--- src/rau_pkg.sv ---
// shared types and constants for the rational arithmetic unit
package rau_pkg;

  localparam logic [1:0] ACT_ADD = 2'd0;
  localparam logic [1:0] ACT_SUB = 2'd1;
  localparam logic [1:0] ACT_MUL = 2'd2;
  localparam logic [1:0] ACT_DIV = 2'd3;

  localparam int FIELD_BITS = 31;
  localparam int WIDE_BITS  = 64;

  // controller to datapath
  typedef struct packed {
    logic load;      // capture operands, form products
    logic prep;      // form unreduced terms and check faults
    logic gcd_init;  // seed gcd with current terms
    logic gcd_step;  // one binary gcd iteration
    logic div_init;  // start dividing terms by gcd
    logic div_step;  // one quotient bit for both terms
    logic shift;     // halve both terms; limit/1 if den would be 0
    logic zero_fix;  // numerator zero gives 0/1
  } rau_cmd_t;

  // datapath to controller
  typedef struct packed {
    logic fault;
    logic num_zero;
    logic gcd_done;
    logic div_done;
    logic over;      // a term exceeds the limit
  } rau_sts_t;

endpackage

--- src/rau_ctrl.sv ---
// controller state machine sequencing the datapath
module rau_ctrl (
  input  logic               clk,
  input  logic               rst_n,
  input  logic               start,
  output logic               busy,
  output logic               done,
  input  logic               taken,
  input  rau_pkg::rau_sts_t  sts,
  output rau_pkg::rau_cmd_t  cmd
);

  localparam logic [3:0] S_IDLE = 4'd0;
  localparam logic [3:0] S_PREP = 4'd1;
  localparam logic [3:0] S_CHK  = 4'd2;
  localparam logic [3:0] S_GCD  = 4'd3;
  localparam logic [3:0] S_DIV  = 4'd4;
  localparam logic [3:0] S_OVR  = 4'd5;
  localparam logic [3:0] S_OUT  = 4'd6;
  localparam logic [3:0] S_GFIX = 4'd7;

  logic [3:0] state_r, state_nxt;

  always_comb begin
    state_nxt = state_r;
    cmd = '0;
    unique case (state_r)
      S_IDLE: if (start) begin cmd.load = 1'b1; state_nxt = S_PREP; end
      S_PREP: begin cmd.prep = 1'b1; state_nxt = S_CHK; end
      S_CHK: begin
        if (sts.fault) state_nxt = S_OUT;
        else if (sts.num_zero) begin cmd.zero_fix = 1'b1; state_nxt = S_OVR; end
        else begin cmd.gcd_init = 1'b1; state_nxt = S_GCD; end
      end
      S_GCD: begin
        if (sts.gcd_done) state_nxt = S_GFIX;
        else cmd.gcd_step = 1'b1;
      end
      // gy zero means gx, shifted left by gk, holds the gcd; equal means gx too
      S_GFIX: begin cmd.div_init = 1'b1; state_nxt = S_DIV; end
      S_DIV: begin
        if (sts.div_done) state_nxt = S_OVR;
        else cmd.div_step = 1'b1;
      end
      S_OVR: begin
        if (sts.over) begin cmd.shift = 1'b1; state_nxt = S_CHK; end
        else state_nxt = S_OUT;
      end
      S_OUT: if (taken) state_nxt = S_IDLE;
      default: state_nxt = S_IDLE;
    endcase
  end

  always_ff @(posedge clk) begin
    if (!rst_n) state_r <= S_IDLE;
    else state_r <= state_nxt;
  end

  assign busy = (state_r != S_IDLE);
  assign done = (state_r == S_OUT);

  a_done_busy: assert property (@(posedge clk) disable iff (!rst_n) done |-> busy)
    else $error("done outside busy");
  a_hold: assert property (@(posedge clk) disable iff (!rst_n)
    done && !taken |=> done) else $error("result dropped");
  a_start: assert property (@(posedge clk) disable iff (!rst_n)
    cmd.load |=> state_r == S_PREP) else $error("bad start");

endmodule

--- config.mk ---
export PLATFORM = sky130hd
export DESIGN_NAME = rau_ctrl
export DESIGN_NICKNAME = d
export VERILOG_FILES = /design/src/rau_pkg.sv /design/src/rau_ctrl.sv
export SDC_FILE = /design/constraint.sdc
export NUM_CORES = 1
export LEC_CHECK = 0
export BUFFER_PORTS_ARGS = -buffer_cell sky130_fd_sc_hd__buf_2
export CAP_MARGIN = 15
export CORE_AREA = 2 2 39 41
export CTS_BUF_LIST = sky130_fd_sc_hd__clkbuf_4
export CTS_CLUSTER_SIZE = 25
export DETAILED_ROUTE_END_ITERATION = 8
export DIE_AREA = 0 0 41 43
export GPL_TIMING_DRIVEN = 0
export HOLD_SLACK_MARGIN = 0.12
export PLACE_DENSITY = 0.46
export SKIP_CTS_REPAIR_TIMING = 1
export SLEW_MARGIN = 30
export SYNTH_ARGS = -nofsm -noshare
export SYNTH_HDL_FRONTEND = slang
export SYNTH_SLANG_ARGS = --single-unit
--- constraint.sdc ---
create_clock -name clk -period 2.8 [get_ports clk]
set_clock_uncertainty 0.15 [all_clocks]
set_input_delay 0 -clock clk [delete_from_list [all_inputs] [get_ports clk]]
set_output_delay 0 -clock clk [all_outputs]
set_load 0.02 [all_outputs]
==> impl_results.md, run 1 <==
- Max VDD drop: 362.1 uV
- Largest net degree at the start of global routing: 11
- Worst path bufs/invs: 2
- Die height: 43 um
- Top_reg_cell synth: dfxtp_1
- CTS Sinks: 3
- Reg with most FFs: state_r
- CP cell instances: buf_2, or3_1, nor2_1, buf_2
- Initial drt markers: 5
- Hold Vio Cnt, Final: 0
- Fillers: 161
- Initial antenna violation count: 0
- Detailed Route WL: 823 um
- HP Class: in -> reg
- Critical path's largest stage delay: 370 ps
- Syn. warnings: 0
- CTS HTree Levels: 1
- DRC: 0
- Ant diodes: 0
- Vias in the first global route: 286
- Most frequent CP cell: buf_2
- Vias: 390
- Fin cells: 84
- Area post-placement: 399.1 um2
- Post-synth EDFFs: 0
- # port buffers: 18
- Clock Latency Late Sink: 230 ps
- Clk slew on worst S/H paths: 40 ps
- Area Overhead vs Synth: 58.87%
- I/O pin cnt: 19
- CTS tree: done
- Final setup viols: 0
- Slowest CP cell: or3_1
- First-pass GRT wire length: 1166 um
- Antenna-violating nets left: 0
- Async SR Flop Fraction: 0%
- CTS Buffer Depth: 2
- Crit end category: primary output
- Min cycle time layout: 1543 ps
- CP delay by family, top: simple AND/OR/NAND/NOR gates
- Layout cells sized above 1: 38.24%
- Core area: 1384 um2
- Max reg flops: 3
- Fin Setup TNS: 0 ps
- Die footprint: 1763 um2
- CTS Buf Count: 3
- Post-synthesis sequential area ratio: 20.78%
- Max_slew headroom: 80.39%
- Flop and latch count out of synthesis: 3
- Startpoint types: register
- Critical path fanouts, max: 10
- Mapped cell area: 289.0 um2
- GRT overflow: 0
- GP Congestion: 0.7307
- Gr usage total: 9.920%
- Worst slew pin tran: 291.5 ps
- Clock Tree Root: clkbuf_4
- Cells after Synth: 43
- First-pass iteration count of the detailed router: 2
- Mapped Nets: 52
- Cell row count: 14
- RSZ-0062 raised after global routing: false
- Power per cell area: 985.9 nW/um2
- Top flop regs: state_r: 3 flops
- Drt wl/cell: 9.798 um
- Die X-Extent: 41 um
- F_max: 648.3 MHz
- Avg Inst Size Synth: 6.722 um2
- Final max-slew violation count: 0
- Area of the multi-input gates: 203.9 um2
- Vias per cell: 4.643
- Placed cell count: 77
- FF+latch area: 60.06 um2
- Leakage: 0.0002461 uW
- Initial Util: 20.89%
- CP Data Required Time: 2650 ps
- Run status: finished, final reports clean
- Fin crit share: 55.09%
- # nets final: 78
- Critical path class: reg -> out
- Final instance area: 459.2 um2
- Number of max-cap violations: 0
- DP Wirelength: 614.9 um
- Post-synth cell types: 21
- Arr. time, crit path: 1390 ps
## cell families (layout without fill, tap and decap cells)
family	after synthesis	count (layout)	share of synthesized area, %
AND/OR/NAND/NOR	23	23	45.89
flip-flops	3	3	20.78
AO/OA/AOI/OAI	11	11	24.68
buffers and inverters	6	31	8.657
## routing by layer
layer | wire length, um | up-vias | global-route usage (%)
met5 | 0 | - | 0
met4 | 0 | 0 | 2.000
met3 | 68 | 0 | 7.853
met2 | 324 | 18 | 12.50
met1 | 430 | 165 | 13.10
li1 | - | 207 | -
## metrics by stage
step	setup slack [ps]	hold WS, ps	power (uW)	util (%)
2_1_floorplan	1351	-67.62	289.4	-
3_3_place_gp	1414	117.3	368.7	28.84
3_5_place_dp	1443	122.1	367.9	28.84
4_1_cts	1243	-124.0	458.3	31.01
5_1_grt	1090	135.6	510.8	33.18
6_report	1257	106.9	452.7	33.18
## placed cells by master, fill, tap and decap left out
cell type	n
dfxtp_1	3
inv_1	4
nand2_1	6
a31o_1	1
nor3_1	1
buf_2	20
and3_1	3
nor4b_1	1
a21boi_1	1
clkbuf_4	4
a21oi_1	3
nor2_2	1
a21o_1	1
dlygate4sd3_1	3
or3_1	1
a31oi_1	1
o2111ai_1	1
nor2_1	3
o21ai_0	2
nor2b_1	3
o211ai_1	1
nor4_1	3
and4bb_4	1
## area by class of cell
class	count	share of cell area, %
Inverter	4	3.270
Buffer	2	2.180
Timing Repair Buffer	21	26.16
Multi-Input combinational cell	34	44.41
Sequential cell	3	13.08
Clock buffer	4	6.540
Tap cell	16	4.360
## synthesized netlist by cell type, drive strengths merged (2+ instances only)
master	count	area share (%)
a21oi	3	5.2
dfxtp	3	21
inv	4	5.2
nor4	3	6.5
and3	3	6.5
buf	2	3.5
o21ai	2	3.5
nor2	4	6.1
nand2	6	7.8
nor2b	3	6.5
## tightest hold or removal path: cells and delay by family
family                 cells  cell delay, ps
AOI/OAI and AO/OA          3             300
buffers and inverters      1              90
and+or+nand+nor            1              50
## power by group
group	switching, uW	internal (uW)
clock	23.7	63.1
sequential	35.1	63.3
combinational	160	107
## final timing paths
path / startpoint / to / slack (ps) / cells after the start
max: state_r[1]$_SDFFE_PN0P_ / cmd[7] / 1260 / 4
min: sts[0] / state_r[2]$_SDFFE_PN0P_ / 110 / 5
max reg2reg: state_r[2]$_SDFFE_PN0P_ / state_r[1]$_SDFFE_PN0P_ / 1440 / 4
min reg2reg: state_r[2]$_SDFFE_PN0P_ / state_r[2]$_SDFFE_PN0P_ / 500 / 2
Power figures use the tool's default switching activity.
==> run 2, diff against run 1 <==
PLACE_DENSITY = 0.48   (was 0.46)
clock period = 1.3 ns   (was 2.8 ns; I/O delays follow)
==> run 2 against run 1 <==
  * The flow now finishes with violations (negative setup slack)
  * Clock power rose by 120%
  * Combinational power rose to 3.0 times the previous value
  * Global-route usage rose by 0.11 points
  * Sequential power rose to 2.6 times the previous value
  * Non-clock buffer count rose by 2
  * First-iteration DRC count did not move
  * Worst hold slack got worse by 6.2 ps
  * Count of clock-buffer cells in the layout did not move
  * Wire length rose by 13%
  * Critical endpoint unchanged
==> impl_results.md, run 2 (synthesized netlist as in run 1, its figures left out) <==
- DRC: 0
- Final Power: 1236 uW
- CTS Buf Count: 3
- R2r startpoint: state_r[2]$_SDFFE_PN0P_
- CTS HTree Levels: 1
- CTS tree: done
- Critical path's largest stage delay: 380 ps
- Fillers: 159
- Largest net degree at the start of global routing: 11
- GP Congestion: 0.7187
- Leading cell type in the layout, fill and taps excluded: buf_2
- CP cell instances: buf_6, or3_4, nor2_4, buf_6
- Most frequent CP cell: buf_6
- Critical path fanouts, max: 8
- Gr usage total: 10.03%
- Detailed Route WL: 930 um
- R2R depth: 5
- Reg2Reg Capture Point: state_r[1]$_SDFFE_PN0P_
- I/O pin cnt: 19
- Flop2flop setup slack: -80 ps
- F_max: 689.8 MHz
- Critical path class: reg -> out
- Clk slew on worst S/H paths: 30 ps
- Max reg flops: 3
- Clock Latency Late Sink: 240 ps
- CTS Sinks: 3
- Worst slew pin tran: 273.9 ps
- Max VDD drop: 1050 uV
- Reg with most FFs: state_r
- Min cycle time layout: 1450 ps
- Drt wl/cell: 10.81 um
- Hold Vio Cnt, Final: 0
- Clock Tree Root: clkbuf_4
- HP Class: in -> reg
- First-pass GRT wire length: 1228 um
- Power per cell area: 2230 nW/um2
- First-pass iteration count of the detailed router: 4
- Crit end category: primary output
- Final max-slew violation count: 0
- Initial drt markers: 5
- Vias in the first global route: 325
- Most frequent cells in the layout: buf_2 (15), nand2_1 (6), buf_6 (5)
- Fin crit share: 111.5%
- CTS Buffer Depth: 2
- DP Wirelength: 633.3 um
- Area of the multi-input gates: 244.0 um2
- RSZ-0062 raised after global routing: true
- Vias per cell: 4.616
- Die X-Extent: 41 um
- Run status: finished with violations
- Cell row count: 14
- Antenna-violating nets left: 0
- Final instance area: 554.3 um2
- Top flop regs: state_r: 3 flops
- Die footprint: 1763 um2
- Die height: 43 um
- # port buffers: 18
- Arr. time, crit path: 1300 ps
- FF+latch area: 68.82 um2
- CP Data Required Time: 1150 ps
- Initial antenna violation count: 0
- Leakage: 0.0002663 uW
- Initial Util: 20.89%
- Final setup viols: 11
- Startpoint types: register
- Failing checks: negative setup slack
- Max_slew headroom: 81.72%
- Hold path endpoint: state_r[2]$_SDFFE_PN0P_
- # nets final: 80
- HP Start: sts[3]
- Vias: 397
- Slowest CP cell: or3_4
- GRT overflow: 0
- Area post-placement: 406.6 um2
- Hold depth: 5
- Area Overhead vs Synth: 91.78%
- Ant diodes: 0
- Layout cells sized above 1: 52.86%
- Number of max-cap violations: 0
- Setup WS post-layout: -149.7 ps
- Core area: 1384 um2
run 2: power breakdown:
| group | switching [uW] | total [uW] | internal, uW |
|---|---|---|---|
| Sequential | 103 | 260 | 157 |
| Combinational | 409 | 789 | 380 |
| Clock | 50.6 | 187 | 136 |
run 2: cell type report:
cell class | instances | area share [%]
Sequential cell | 3 | 12.42
Inverter | 4 | 2.709
Multi-Input combinational cell | 34 | 44.02
Buffer | 2 | 4.063
Clock buffer | 4 | 5.418
Tap cell | 16 | 3.612
Timing Repair Buffer | 23 | 27.77
run 2: how the worst max path moves through the flow:
stage / slack, ps / depth (start not counted) / startpoint / to
after floorplan: -150 / 2 / state_r[2]$_SDFFE_PN0P_ / cmd[2]
after global placement: -90 / 4 / state_r[2]$_SDFFE_PN0P_ / state_r[1]$_SDFFE_PN0P_
after detailed placement: -60 / 4 / state_r[2]$_SDFFE_PN0P_ / state_r[1]$_SDFFE_PN0P_
after CTS: -300 / 4 / state_r[1]$_SDFFE_PN0P_ / cmd[7]
after global routing: -190 / 4 / state_r[2]$_SDFFE_PN0P_ / cmd[7]
final: -150 / 4 / state_r[2]$_SDFFE_PN0P_ / cmd[7]
run 2: worst max-delay path: cells and delay by family, from the launching register on:
family | cells | cell delay (ps)
and+or+nand+nor | 2 | 470
DFF | 1 | 350
buffers and inverters | 2 | 250
run 2: stage by stage:
step / instances / TNS [ps] / hold WS (ps) / util, % / worst slack (ps)
final: 86 / -709.2 / 100.7 / 40.05 / -149.7
after global routing: 86 / -1377 / 131.5 / 40.05 / -193.1
after CTS: 81 / -1638 / -126.4 / 31.56 / -304.5
after detailed placement: 77 / -157.0 / 122.7 / 29.39 / -64.19
after global placement: 77 / -195.4 / 117.0 / 29.39 / -87.72
after floorplan: 43 / -450.9 / -67.62 / - / -148.7
run 2: metal layers:
| metal | track usage [%] | wire length [um] | vias to the layer above |
|---|---|---|---|
| li1 | - | - | 207 |
| met1 | 12.18 | 394 | 176 |
| met2 | 15.63 | 464 | 14 |
| met3 | 4.712 | 72 | 0 |
| met4 | 2.000 | 0 | 0 |
| met5 | 0 | 0 | - |
==> run 3, diff against run 2 <==
==> constraint.sdc (replaced) <==
create_clock -name clk -period 1.3 [get_ports clk]
set_clock_uncertainty 0.15 [all_clocks]
set_input_delay 0.065 -clock clk [delete_from_list [all_inputs] [get_ports clk]]
set_output_delay 0.065 -clock clk [all_outputs]
set_load 0.02 [all_outputs]
==> run 3 against run 2 <==
  * The flow still finishes with violations (negative setup slack)
  * First-iteration DRC count down 80%
  * Via count down 2.5%
  * Die area unchanged
  * Combinational power grew 1%
  * Final area down 2.7%
  * Highest routed layer unchanged
==> impl_results.md, run 3 (synthesized netlist as in run 1, its figures left out) <==
- Run status: finished with violations
- Failing checks: negative setup slack
- Core area: 1384 um2
- Final setup viols: 12
- Initial antenna violation count: 0
- R2R depth: 5
- DRC: 0
- RSZ-0062 raised after global routing: true
- Clock Latency Late Sink: 240 ps
- Top flop regs: state_r: 3 flops
- GRT overflow: 0
- Setup WS post-layout: -212.5 ps
- Crit end category: primary output
- Leakage: 0.0002564 uW
- # port buffers: 18
- Detailed Route WL: 913 um
- WHS: 90.13 ps
- Worst slew pin tran: 340.4 ps
- Min cycle time layout: 1513 ps
- CTS Buf Count: 3
- Cell row count: 14
- Max VDD drop: 962.1 uV
- CTS tree: done
- Power per cell area: 2285 nW/um2
- Gr usage total: 10.03%
- First-pass iteration count of the detailed router: 2
- F_max: 661.1 MHz
- Initial Util: 20.89%
- Core Util, Final: 38.97%
- Clk slew on worst S/H paths: 30 ps
- GP Congestion: 0.7187
- Arr. time, crit path: 1300 ps
- First-pass GRT wire length: 1228 um
- Vias: 387
- Critical path class: reg -> out
- Initial drt markers: 1
- Vias in the first global route: 325
- Reg with most FFs: state_r
- Die footprint: 1763 um2
- CTS HTree Levels: 1
- Largest net degree at the start of global routing: 11
- # nets final: 78
- Fin Setup TNS: -1179 ps
- Fin crit share: 116.3%
- Die X-Extent: 41 um
- Ant diodes: 0
- CTS Sinks: 3
- Layout cells sized above 1: 57.35%
- Antenna-violating nets left: 0
- Final instance area: 539.3 um2
- Final max-slew violation count: 0
- Vias per cell: 4.607
- Area post-placement: 406.6 um2
- HP Class: in -> reg
- I/O pin cnt: 19
- Hold depth: 4
- CTS Buffer Depth: 2
- Area Overhead vs Synth: 86.58%
- Hold Vio Cnt, Final: 0
- Die height: 43 um
- Critical path fanouts, max: 8
- Clock Tree Root: clkbuf_4
- CP Data Required Time: 1090 ps
- Startpoint types: register
- Drt wl/cell: 10.87 um
- Leading cell type in the layout, fill and taps excluded: buf_2
- Max reg flops: 3
- Max_slew headroom: 77.12%
- DP Wirelength: 633.3 um
- Most frequent cells in the layout: buf_2 (13), nand2_1 (6), buf_6 (5)
- Number of max-cap violations: 0
[run 3: changes by cell type in the layout (fill, tap and decap cells not counted)]
cell and change:
a21oi_1 -1, a21oi_2 +1, buf_2 -2, buf_4 +2, dlygate4sd3_1 -2, nor3_1 -1, nor3_2 +1, nor4_2 +1
nor4_4 -1
[run 3: worst paths after layout]
| kind | start | to | slack [ps] |
|---|---|---|---|
| setup reg to reg | state_r[2]$_SDFFE_PN0P_ | state_r[2]$_SDFFE_PN0P_ | -70 |
| hold / removal | taken | state_r[2]$_SDFFE_PN0P_ | 90 |
| hold reg to reg | state_r[2]$_SDFFE_PN0P_ | state_r[2]$_SDFFE_PN0P_ | 480 |
| setup / recovery | state_r[2]$_SDFFE_PN0P_ | cmd[7] | -210 |
[run 3: worst max-delay path: stages (launching register included)]
cell	delay [ps]
dfxtp_4	350
buf_6	130
or3_4	380
nor2_4	90
buf_6	110
[run 3: layout make-up]
class	instances	area (um2)
flip-flops and latches	3	68.82
clock buffers	4	30.03
multi-input cells	34	244.0
fillers	162	844.6
plain buffers	2	22.52
well taps	16	20.02
repair buffers	21	138.9
inverters	4	15.01
[run 3: routing by layer]
layer / GRT usage (%) / routed length (um)
met5: 0 / 0
met4: 2.000 / 0
met3: 4.712 / 67
met2: 15.63 / 447
met1: 12.18 / 398
[run 3: metrics by stage]
stage,power [uW],instances,setup WS (ps)
2_1_floorplan,646.9,43,-213.7
3_3_place_gp,819.6,77,-108.7
3_5_place_dp,820.4,77,-115.5
4_1_cts,1014,81,-369.5
5_1_grt,1331,84,-258.0
6_report,1232,84,-212.5
[run 3: power breakdown]
part	total (uW)	internal [uW]	leakage, uW	switching [uW]
registers	250	157	0.0000264	92.8
logic	797	380	0.000212	417
clock network	186	136	0.0000184	49.8
total	1230	673	0.000256	560
